<file path="config.mk">
export PLATFORM = sky130hd
export DESIGN_NAME = glyph_command_pixel_decoder_top
export DESIGN_NICKNAME = d
export VERILOG_FILES = /design/src/hdl/gcpd_pkg.sv /design/src/hdl/glyph_command_pixel_decoder_top.sv /design/src/hdl/gcpd_front.sv /design/src/hdl/gcpd_queue.sv /design/src/hdl/gcpd_back.sv
export VERILOG_INCLUDE_DIRS = /design/src /design/src/hdl
export SDC_FILE = /design/constraint.sdc
export NUM_CORES = 2
export LEC_CHECK = 0
export BUFFER_PORTS_ARGS = -buffer_cell sky130_fd_sc_hd__buf_4
export CORE_MARGIN = 2
export CORE_UTILIZATION = 34
export DETAILED_ROUTE_END_ITERATION = 16
export PLACE_DENSITY = 0.5
export SYNTH_ARGS = -nofsm -noshare
export SYNTH_HDL_FRONTEND = slang
export SYNTH_SLANG_ARGS = --single-unit
</file>
<file path="constraint.sdc">
create_clock -name i_clk -period 8.04 [get_ports i_clk]
set_input_delay 1.206 -clock i_clk [delete_from_list [all_inputs] [get_ports i_clk]]
set_output_delay 1.206 -clock i_clk [all_outputs]
set_load 0.1 [all_outputs]
</file>
<file path="src/hdl/assert_macros.svh">
// Assertion macros shared by the glyph decoder RTL.
`ifndef ASSERT_MACROS_SVH
`define ASSERT_MACROS_SVH
`ifndef SYNTHESIS
// Check that cons holds in the same cycle as ante.
`define ASSERT_NOW(lbl, clk, rst_n, ante, cons) \
    lbl: assert property (@(posedge clk) disable iff (!rst_n) (ante) |-> (cons)) \
        else $error("assertion failed");
// Check that cons holds in the cycle after ante.
`define ASSERT_NEXT(lbl, clk, rst_n, ante, cons) \
    lbl: assert property (@(posedge clk) disable iff (!rst_n) (ante) |=> (cons)) \
        else $error("assertion failed");
`else
`define ASSERT_NOW(lbl, clk, rst_n, ante, cons)
`define ASSERT_NEXT(lbl, clk, rst_n, ante, cons)
`endif
`endif

</file>
<file path="src/hdl/gcpd_pkg.sv">
// Shared types, constants and color blend function for the glyph decoder.
`default_nettype none
package gcpd_pkg;

    localparam int QDEPTH = 2;
    localparam int QAW    = $clog2(QDEPTH);
    localparam int QCW    = $clog2(QDEPTH + 1);

    // One decoded command, ready for run generation
    typedef struct packed {
        logic        mono;   // one-bit pixel pattern
        logic        two;    // run format with a second run
        logic [14:0] pat;
        logic [3:0]  len;
        logic [11:0] col0;   // mono: color of 0 bits; runs: first run color
        logic [7:0]  cnt0;
        logic [11:0] col1;   // mono: color of 1 bits; runs: second run color
        logic [7:0]  cnt1;
    } t_job;

    // Blend background and foreground by a 4-bit shade into RGB444
    function automatic logic [11:0] gcpd_blend(input logic [23:0] bg,
                                               input logic [23:0] fg,
                                               input logic [3:0]  shade);
        logic [7:0]  w0;
        logic [7:0]  w1;
        logic [16:0] r_sum;
        logic [16:0] g_sum;
        logic [16:0] b_sum;
        w1    = {shade, shade};
        w0    = {~shade, ~shade};
        r_sum = 17'({8'd0, bg[23:16]} * {8'd0, w0}) + 17'({8'd0, fg[23:16]} * {8'd0, w1});
        g_sum = 17'({8'd0, bg[15:8]} * {8'd0, w0}) + 17'({8'd0, fg[15:8]} * {8'd0, w1});
        b_sum = 17'({8'd0, bg[7:0]} * {8'd0, w0}) + 17'({8'd0, fg[7:0]} * {8'd0, w1});
        return {r_sum[15:12], g_sum[15:12], b_sum[15:12]};
    endfunction

endpackage
`default_nettype wire

</file>
<file path="src/hdl/glyph_command_pixel_decoder_top.sv">
// Glyph command pixel decoder: command words in, RGB444 color runs out.
// A command passes through the front-end job register, the job queue and the output
// register. Throughput: one result per cycle while the output is popped; a command
// causes 1 to 15 results, all from the single run generator.
// Reset (synchronous, active low) empties the queue and output register and
// loads foreground white and background black.
`default_nettype none
module glyph_command_pixel_decoder_top
    import gcpd_pkg::*;
(
    input  wire logic        i_clk,
    input  wire logic        i_rst_n,
    input  wire logic        push,
    output logic             full,
    input  wire logic [15:0] i_command_word,
    output logic             empty,
    input  wire logic        pop,
    output logic [11:0]      o_pixel_color,
    output logic [7:0]       o_repeat_count,
    output logic             o_last_run,
    input  wire logic        i_cfg_we,
    input  wire logic        i_cfg_index,
    input  wire logic [23:0] i_cfg_data
);

    logic f_valid;
    t_job f_job;
    logic q_ready;
    logic q_valid;
    t_job q_job;
    logic q_pop;

    // Decode requests
    gcpd_front u_front (
        .i_clk          (i_clk),
        .i_rst_n        (i_rst_n),
        .push           (push),
        .full           (full),
        .i_command_word (i_command_word),
        .i_cfg_we       (i_cfg_we),
        .i_cfg_index    (i_cfg_index),
        .i_cfg_data     (i_cfg_data),
        .o_job_valid    (f_valid),
        .o_job          (f_job),
        .i_job_ready    (q_ready)
    );

    // Buffer decoded jobs
    gcpd_queue u_queue (
        .i_clk   (i_clk),
        .i_rst_n (i_rst_n),
        .i_push  (f_valid),
        .i_job   (f_job),
        .o_ready (q_ready),
        .o_valid (q_valid),
        .o_job   (q_job),
        .i_pop   (q_pop)
    );

    // Generate color runs
    gcpd_back u_back (
        .i_clk          (i_clk),
        .i_rst_n        (i_rst_n),
        .i_job_valid    (q_valid),
        .i_job          (q_job),
        .o_job_pop      (q_pop),
        .empty          (empty),
        .pop            (pop),
        .o_pixel_color  (o_pixel_color),
        .o_repeat_count (o_repeat_count),
        .o_last_run     (o_last_run)
    );

endmodule
`default_nettype wire

</file>
<file path="src/hdl/gcpd_front.sv">
// Front end: accept command words, decode the format, resolve colors.
`default_nettype none
module gcpd_front
    import gcpd_pkg::*;
(
    input  wire logic        i_clk,
    input  wire logic        i_rst_n,
    input  wire logic        push,
    output logic             full,
    input  wire logic [15:0] i_command_word,
    input  wire logic        i_cfg_we,
    input  wire logic        i_cfg_index,
    input  wire logic [23:0] i_cfg_data,
    output logic             o_job_valid,
    output t_job             o_job,
    input  wire logic        i_job_ready
);

    localparam logic       CFG_FG       = 1'b0;
    localparam logic       CFG_BG       = 1'b1;
    localparam logic [2:0] FMT_MONO_N   = 3'b001;
    localparam logic [3:0] FMT_RUNS     = 4'b0100;
    localparam logic [3:0] FMT_SHADE_BG = 4'b0110;
    localparam logic [3:0] FMT_SHADE_FG = 4'b0111;
    localparam logic [3:0] SHADE_BG     = 4'h0;
    localparam logic [3:0] SHADE_FG     = 4'hF;

    logic [23:0] r_fg_rgb;
    logic [23:0] r_bg_rgb;
    logic        r_valid;
    t_job        r_job;

    logic        accept;
    logic        keep;
    t_job        dec;
    logic [11:0] bg_col;
    logic [11:0] fg_col;

    // Hold configuration registers
    always_ff @(posedge i_clk) begin
        if (!i_rst_n) begin
            r_fg_rgb <= 24'hFFFFFF;
            r_bg_rgb <= 24'h000000;
        end else if (i_cfg_we) begin
            unique case (i_cfg_index)
                CFG_FG:  r_fg_rgb <= i_cfg_data;
                CFG_BG:  r_bg_rgb <= i_cfg_data;
                default: r_fg_rgb <= r_fg_rgb;
            endcase
        end
    end

    assign bg_col = gcpd_blend(r_bg_rgb, r_fg_rgb, SHADE_BG);
    assign fg_col = gcpd_blend(r_bg_rgb, r_fg_rgb, SHADE_FG);

    // Decode the command into a job and drop it if it emits nothing
    always_comb begin
        dec      = '0;
        dec.col0 = bg_col;
        dec.col1 = fg_col;
        keep     = 1'b0;
        priority if (i_command_word[15]) begin
            dec.mono = 1'b1;
            dec.pat  = i_command_word[14:0];
            dec.len  = 4'd15;
        end else if (i_command_word[15:13] == FMT_MONO_N) begin
            dec.mono = 1'b1;
            dec.pat  = i_command_word[14:0];
            dec.len  = i_command_word[12:9];
        end else if (i_command_word[15:12] == FMT_RUNS) begin
            dec.cnt0 = {2'b00, i_command_word[5:0]};
            dec.cnt1 = {2'b00, i_command_word[11:6]};
        end else if (i_command_word[15:12] == FMT_SHADE_BG
                  || i_command_word[15:12] == FMT_SHADE_FG) begin
            dec.col0 = gcpd_blend(r_bg_rgb, r_fg_rgb, i_command_word[11:8]);
            dec.cnt0 = 8'd1;
            dec.col1 = i_command_word[12] ? fg_col : bg_col;
            dec.cnt1 = i_command_word[7:0];
        end else begin
            dec.cnt0 = 8'd0;
        end

        if (dec.mono) begin
            keep = (dec.len != 4'd0);
        end else begin
            // Close up an empty first run
            if (dec.cnt0 == 8'd0) begin
                dec.cnt0 = dec.cnt1;
                dec.col0 = dec.col1;
                dec.cnt1 = 8'd0;
            end
            dec.two = (dec.cnt1 != 8'd0);
            keep    = (dec.cnt0 != 8'd0);
        end
    end

    assign full   = r_valid && !i_job_ready;
    assign accept = push && !full;

    // Hold the decoded job until the queue takes it
    always_ff @(posedge i_clk) begin
        if (!i_rst_n) begin
            r_valid <= 1'b0;
        end else if (accept) begin
            r_valid <= keep;
        end else if (i_job_ready) begin
            r_valid <= 1'b0;
        end
    end

    always_ff @(posedge i_clk) begin
        if (accept) begin
            r_job <= dec;
        end
    end

    assign o_job_valid = r_valid;
    assign o_job       = r_job;

endmodule
`default_nettype wire

</file>
<file path="src/hdl/gcpd_queue.sv">
// Short job queue between the decoder front end and the run generator.
`default_nettype none
`include "assert_macros.svh"
module gcpd_queue
    import gcpd_pkg::*;
(
    input  wire logic i_clk,
    input  wire logic i_rst_n,
    input  wire logic i_push,
    input  t_job      i_job,
    output logic      o_ready,
    output logic      o_valid,
    output t_job      o_job,
    input  wire logic i_pop
);

    t_job           r_mem [QDEPTH];
    logic [QAW-1:0] r_wr;
    logic [QAW-1:0] r_rd;
    logic [QCW-1:0] r_count;
    logic           do_push;
    logic           do_pop;

    assign o_ready = (r_count != QCW'(QDEPTH));
    assign o_valid = (r_count != '0);
    assign do_push = i_push && o_ready;
    assign do_pop  = i_pop && o_valid;
    assign o_job   = r_mem[r_rd];

    // Advance pointers and fill count
    always_ff @(posedge i_clk) begin
        if (!i_rst_n) begin
            r_wr    <= '0;
            r_rd    <= '0;
            r_count <= '0;
        end else begin
            if (do_push) begin
                r_wr <= r_wr + 1'b1;
            end
            if (do_pop) begin
                r_rd <= r_rd + 1'b1;
            end
            r_count <= r_count + QCW'(do_push) - QCW'(do_pop);
        end
    end

    // Store requests
    always_ff @(posedge i_clk) begin
        if (do_push) begin
            r_mem[r_wr] <= i_job;
        end
    end

    `ASSERT_NOW(a_count_bound, i_clk, i_rst_n, 1'b1, r_count <= QCW'(QDEPTH))
    `ASSERT_NEXT(a_push_only, i_clk, i_rst_n, do_push && !do_pop, r_count != '0)

endmodule
`default_nettype wire

</file>
<file path="src/hdl/gcpd_back.sv">
// Back end: head job color runs go to the output register, one per cycle unless held.
`default_nettype none
`include "assert_macros.svh"
module gcpd_back
    import gcpd_pkg::*;
(
    input  wire logic  i_clk,
    input  wire logic  i_rst_n,
    input  wire logic  i_job_valid,
    input  t_job       i_job,
    output logic       o_job_pop,
    output logic       empty,
    input  wire logic  pop,
    output logic [11:0] o_pixel_color,
    output logic [7:0]  o_repeat_count,
    output logic        o_last_run
);

    logic [3:0]  r_pos;
    logic        r_out_valid;
    logic [11:0] r_out_col;
    logic [7:0]  r_out_cnt;
    logic        r_out_last;

    logic        out_adv;
    logic        emit;
    logic [14:0] rem_pat;
    logic [3:0]  rem_len;
    logic [3:0]  run_n;
    logic [3:0]  end_pos;
    logic [11:0] e_col;
    logic [7:0]  e_cnt;
    logic        e_last;

    assign out_adv = !r_out_valid || pop;
    assign emit    = i_job_valid && out_adv;

    // Find the run of equal bits at the current pattern position
    assign rem_pat = i_job.pat >> r_pos;
    assign rem_len = i_job.len - r_pos;

    always_comb begin
        run_n = rem_len;
        for (int j = 14; j >= 1; j--) begin
            if (4'(j) < rem_len && rem_pat[j] != rem_pat[0]) begin
                run_n = 4'(j);
            end
        end
    end

    assign end_pos = r_pos + run_n;

    // Select the run to emit
    always_comb begin
        if (i_job.mono) begin
            e_col  = rem_pat[0] ? i_job.col1 : i_job.col0;
            e_cnt  = {4'd0, run_n};
            e_last = (end_pos == i_job.len);
        end else if (r_pos == 4'd0) begin
            e_col  = i_job.col0;
            e_cnt  = i_job.cnt0;
            e_last = !i_job.two;
        end else begin
            e_col  = i_job.col1;
            e_cnt  = i_job.cnt1;
            e_last = 1'b1;
        end
    end

    assign o_job_pop = emit && e_last;

    // Advance position within the head job
    always_ff @(posedge i_clk) begin
        if (!i_rst_n) begin
            r_pos <= 4'd0;
        end else if (emit) begin
            if (e_last) begin
                r_pos <= 4'd0;
            end else if (i_job.mono) begin
                r_pos <= end_pos;
            end else begin
                r_pos <= 4'd1;
            end
        end
    end

    // Hold the result until it is taken
    always_ff @(posedge i_clk) begin
        if (!i_rst_n) begin
            r_out_valid <= 1'b0;
        end else if (out_adv) begin
            r_out_valid <= i_job_valid;
        end
    end

    always_ff @(posedge i_clk) begin
        if (emit) begin
            r_out_col  <= e_col;
            r_out_cnt  <= e_cnt;
            r_out_last <= e_last;
        end
    end

    assign empty          = !r_out_valid;
    assign o_pixel_color  = r_out_col;
    assign o_repeat_count = r_out_cnt;
    assign o_last_run     = r_out_last;

    `ASSERT_NOW(a_cnt_nonzero, i_clk, i_rst_n, r_out_valid, r_out_cnt != 8'd0)
    `ASSERT_NOW(a_pos_in_pat, i_clk, i_rst_n, i_job_valid && i_job.mono, r_pos < i_job.len)

endmodule
`default_nettype wire
</file>
======== Word-level counts from Yosys, hierarchy flattened ========
Memories as Yosys holds them, arrays and structs flattened. A register that Yosys moved wholly into a read port is not among the register bits.
Cells that the tools add are included.
Widths: inputs -> output; s select.
storage, ports and cells
  register bits ........................... 140
  memory bits (writable) .................. 122
  input bits .............................. 46
  word-level logic and storage cells ...... 164
  memories ................................ 1
memory list
  name           words  bits a word  read ports  clocked after Yosys merged registers in  wr ports  RTL line          source
  u_queue.r_mem  2      61           1           1                                        1         gcpd_queue.sv:17  t_job r_mem [QDEPTH];
cells by class
  $add $sub $neg .......................... 9
  multiply operators ...................... 12
  $lt $le $gt $ge ......................... 14
  eq/ne operators ......................... 20
  shifts and indexed selects .............. 1
  muxes and demuxes ....................... 50
  bitwise gates (word level) .............. 2
  reduce and logical (&&, ||, !) cells .... 35
operators by type and width
  kind                  count
  $mul 8x8->16          6
  $mul 8x8->16 const B  6
  $mux 12               7
  $mux 20               4
  $mux 40               2
  $mux 4                17
  $add 16x16->16        3
  $mux 8                6
  $mux 19               2
  $lt 4x4->1 const A    7
  $logic_and 1x1->1     20
  $lt 3x4->1 const A    4
  $reduce_bool 8->1     2
  $shr 15x4->15         1
  $ne 1x1->1            14
  $eq 4x3->1 const B    3
  $mux 1                12
  $logic_not 8->1       1
  $lt 2x4->1 const A    2
  $add 4x4->4           1
  $eq 4x4->1            1
  $logic_not 1->1       4
  $logic_not 4->1       1
  $lt 1x4->1 const A    1
  other kinds (12)      16

======== Logic depth before layout (Yosys ltp) ========
  depth after elaboration ................. 24
  mapped depth ............................ 29
  mapped depth without buffers ............ 26

======== By module ========
Synthesis repeated with hierarchy kept, for this count alone.
second synthesis, totals
  cells, all modules ...................... 2,985
  area, all modules ....................... 31,524.0 µm²
by module, submodules not included
  module      times used  cells an instance  area each (µm²)
  gcpd_front  1           2,453              23,899.2
  gcpd_queue  1           219                4,685.7
  gcpd_back   1           313                2,939.1

======== Least setup slack after synthesis ========
No wires, ideal clock.
  path kind ............................... input port to flip-flop
  start point ............................. in i_command_word[10]
  end point ............................... reg u_front.r_job, in the netlist u_front.o_job[28] (data pin)
  library setup time ...................... 0.260 ns
  arrival time ............................ 6.524 ns
  required time ........................... 7.780 ns
  setup slack ............................. 1.257 ns
  stages on the path ...................... 23
  cell sequence ........................... clkbuf_1 -> clkbuf_1 -> nor2_1 -> fa_1 -> inv_1 -> fa_1 -> fa_1 -> inv_1 -> fa_1 -> inv_1 -> fa_1 -> fa_1 -> inv_1 -> ha_1 -> a21o_1 -> a21o_1 -> a21o_1 -> a21oi_1 -> o21bai_1 -> a21oi_1 -> xnor2_1 -> mux2_2 -> mux2_2
RTL lines
  what                  RTL line                               source
  from (decl)           glyph_command_pixel_decoder_top.sv:15  input wire logic [15:0] i_command_word,
  to (signal assigned)  gcpd_front.sv:113                      r_job <= dec;
  to (decl)             gcpd_front.sv:31                       t_job r_job;

==> flow_metrics.py <==
metrics = {
    "run_status": {
        "status": "finished, final reports clean",
    },
    "power": {
        "sequentialPowerShare_pct": 19.1,
        "p_leak_nw": 15.95,
        "comb_power_share_pct": 67.7,
        "p_sw_share_pct": 46.94,
        "ir_drop_uv": 185.2,
        "clock_power_share_pct": 13.3,
        "cellPowerDensity_nw_per_um2": 311.7,
        "switchingPower_w": 0.004917,
        "internal_power_w": 0.005559,
    },
    "route": {
        "highest_layer": "met4",
        "ant_nets": 0,
        "wl_mm": 71.93,
        "num_vias": 19060,
        "avgViaCountPerCell": 4.699,
        "drt_pass1_iterations": 6,
        "met1_length_mm": 31.12,
        "drc": 0,
        "wl_met3_mm": 2.305,
        "dr_wl_met2_mm": 36.40,
        "wire_per_inst_um": 17.73,
        "drt_iter0_drc": 1050,
    },
    "timing": {
        "hold_viol": 0,
        "min_period_over_period_pct": 85.17,
        "maxSlewHeadroom_pct": 30.32,
        "drv_slew": 0,
        "setup_tns_ns": 0,
        "worst_pin_slew_ns": 1.045,
        "clock.fmax_mhz": 146.0,
        "skew_ns": 0.02546,
        "finalCriticalPeriod_ns": 6.847,
        "finalSetupViolCount": 0,
        "timing.hold.ws_ns": 0.4447,
        "rsz0062_at_grt": "no",
    },
    "logic_synthesis": {
        "yosysUniqueCellTypes": 86,
        "synth_flop_cell": "edfxtp_1",
        "syn-cell-area_um2": 30700,
        "ys_ff_latch": 263,
        "ys_seq_area_share_pct": 23.80,
        "yosysWarnings": 0,
        "synthArstFlopShare_pct": 0,
        "synth_cells": 2796,
        "synth_edf_count": 204,
        "synth.avg_cell_area_um2": 10.98,
    },
    "worst_setup_path": {
        "arrival_ns": 7.13,
        "critPathSlowestCell": "fa_1",
        "required_ns": 8.32,
        "crit_path_end_kind": "flop",
        "max_stage_delay_ns": 0.54,
        "crit_path_frequent_cell": "fa_1",
        "worst-path-buf-inv": 6,
        "reg2reg_depth": 25,
        "cp_cell_sequence": "buf_4, buf_4, nor2b_1, fa_1, inv_1, fa_1, fa_1, inv_1, fa_1, inv_1, fa_1, fa_1, inv_1, ha_1, a21o_1, a21o_1, a21o_1, a21oi_1, o2111a_1, o21bai_1, a21oi_1, xnor2_1, o221ai_1",
        "r2r-start": "u_back.r_pos[2]",
        "path_depth": 23,
        "path_delay_family": "adder cells",
        "startpoint": "i_command_word[9]",
        "worstSetupPathType": "in2reg",
        "startpoint_type": "input pin",
        "crit_path_max_fanout": 38,
    },
    "final_layout": {
        "finalNetCount": 3757,
        "n_fill_cell": 8864,
        "mostFrequentLayoutCells": "682 x inv_1, 461 x fa_1, 392 x ha_1",
        "final_util_pct": 37.45,
        "drive_gt1_share_pct": 7.604,
        "antenna_cells": 0,
        "mostFrequentLayoutCell": "inv_1",
        "layoutNonFillerInstCount": 4056,
        "syn_to_final_growth_pct": 9.476,
    },
    "hold_path": {
        "min_from": "u_front.o_job[17]",
        "min_path_type": "reg2reg",
        "hold_depth": 0,
    },
    "floorplan": {
        "num_rows": 110,
        "core-area_um2": 89740,
        "die_w_um": 304.5,
        "ioPinCount": 69,
        "die_h_um": 304.5,
        "dieArea_um2": 92710,
        "initial_core_util_pct": 34.21,
    },
    "clocking": {
        "clockBufferDepth": 3,
        "hold_buffers": 0,
        "insertion_delay_ns": 0.60,
        "cts_buffers": 30,
        "cts.htree.levels": 1,
        "cts_tree": "yes",
        "clkTransAtPathRegs_ns": 0.06,
        "root_buffer": "clkbuf_16",
        "clock_sinks": 263,
        "post_cts_resized": 0,
        "cts_setup_buffers": 0,
    },
    "placed_design": {
        "place.gp.congestion": 0.8729,
        "portBuffers": 68,
        "dp_hpwl_mm": 59.28,
        "place_inst": 4002,
    },
    "global_routing": {
        "grt_pass1_wl_mm": 118.1,
        "antenna_found_initial": 4,
        "grt_pass1_vias": 21750,
        "grt_max_degree": 63,
        "overflow": 0,
        "grt_usage_pct": 16.10,
    },
    "job": {
        "drv_cap": 0,
    },
}
## area by class of cell
class                           instances  area (um^2)  share of cell area [%]
Multi-Input combinational cell       1788        20570                   61.21
Inverter                              685         2571                   7.651
Clock inverter                         20        234.0                  0.6962
Clock buffer                           34        777.0                   2.312
Timing Repair Buffer                   90        675.6                   2.010
Sequential cell                       263         7308                   21.75
Tap cell                             1176         1471                   4.378
## cell families after synthesis
family / synth area share [%]
mux: 3.794
other cells: 0.01222
simple gates: 8.991
compound gates: 5.751
xor+xnor: 2.299
fa+ha+maj: 46.04
flops: 23.80
buf+inv: 9.313
## registers in the layout, summed over array words and instances, names as in the netlist, named ones only
signal                 count
u_queue.r_count            2
u_front.r_bg_rgb          24
u_back.o_pixel_color      12
u_front.r_fg_rgb          24
u_front.o_job             61
u_queue.r_rd               1
u_back.o_last_run          1
u_queue.r_wr               1
u_back.r_out_valid         1
u_back.o_repeat_count      8
u_back.r_pos               4
u_front.o_job_valid        1
u_queue.r_mem            122
## Yosys cell counts, types with 4 or more instances
master    count  area (um^2)
nand2b_1     53        331.6
a21oi_1      39        195.2
nor2b_1      62        387.9
dfxtp_1      59         1181
mux2_2       12        135.1
o41ai_1       5        43.79
buf_2         7        35.03
nor2_1       78        292.8
nor3_1       20        100.1
inv_1       682         2560
a21o_1       26        195.2
mux4_2       33        743.2
o211ai_1     19        142.6
o21a_1       34        255.2
edfxtp_1    204         6126
a31oi_1       7        43.79
nand2_1     161        604.3
o21ai_0      32        160.2
fa_1        461         9229
o21ai_1       5        25.02
o22ai_1       4        25.02
nor4_1        4        25.02
and2_1       93        581.8
and3_1        7        43.79
o21bai_1      4        30.03
nand3_1      28        140.1
ha_1        392         4905
xnor2_1      57        499.2
a22oi_1       8        60.06
a21boi_0     28        210.2
and4b_1       6        60.06
mux2_4        5        75.07
clkbuf_1     47        176.4
xor2_1       19        166.4
a211oi_1      4        30.03
mux2i_1      16        160.2
or2_2         5        31.28
buf_6         4        45.04
or3_1         4        25.02
## final timing paths
kind | slack [ns] | end
worst min-delay path | 0.44 | u_queue.r_mem[1][17]
worst max-delay path | 1.19 | u_front.o_job[31]
worst max register to register | 1.63 | u_queue.r_count[1]
worst min register to register | 0.44 | u_queue.r_mem[1][17]
## metrics by stage
step | setup WS (ns) | total power [W] | instance area, um^2
finish | 1.193 | 0.01048 | 33610
global route | 0.9265 | 0.01170 | 33610
CTS | 1.216 | 0.01064 | 33610
detailed placement | 0.5853 | 0.009182 | 32600
global placement | 0.6805 | 0.009034 | 32590
floorplan | 1.257 | 0.007303 | 30700
## per-layer routing
layer / track usage (%) / vias up
li1: - / 9008
met1: 20.43 / 9627
met2: 29.03 / 328
met3: 1.592 / 97
met4: 4.628 / 0
met5: 0 / -
## worst register-to-register path: cells and delay by family (launching register included)
kind	cells	cell delay, ns
AOI/OAI and AO/OA	9	1.85
xor gates and xnor gates	4	0.84
adders and majority gates	4	1.22
buffers and inverters	2	0.32
DFF	1	0.90
and+or+nand+nor	6	1.19
## power by group through the flow
stage,clock [W],sequential (W),combinational (W)
6_report,0.00139,0.00200,0.00709
5_1_grt,0.00148,0.00203,0.00819
4_1_cts,0.00143,0.00201,0.00720
3_5_place_dp,0,0.00203,0.00715
3_3_place_gp,0,0.00202,0.00701
2_1_floorplan,0,0.00232,0.00499
Note: power is estimated with default switching activity, not from simulation.
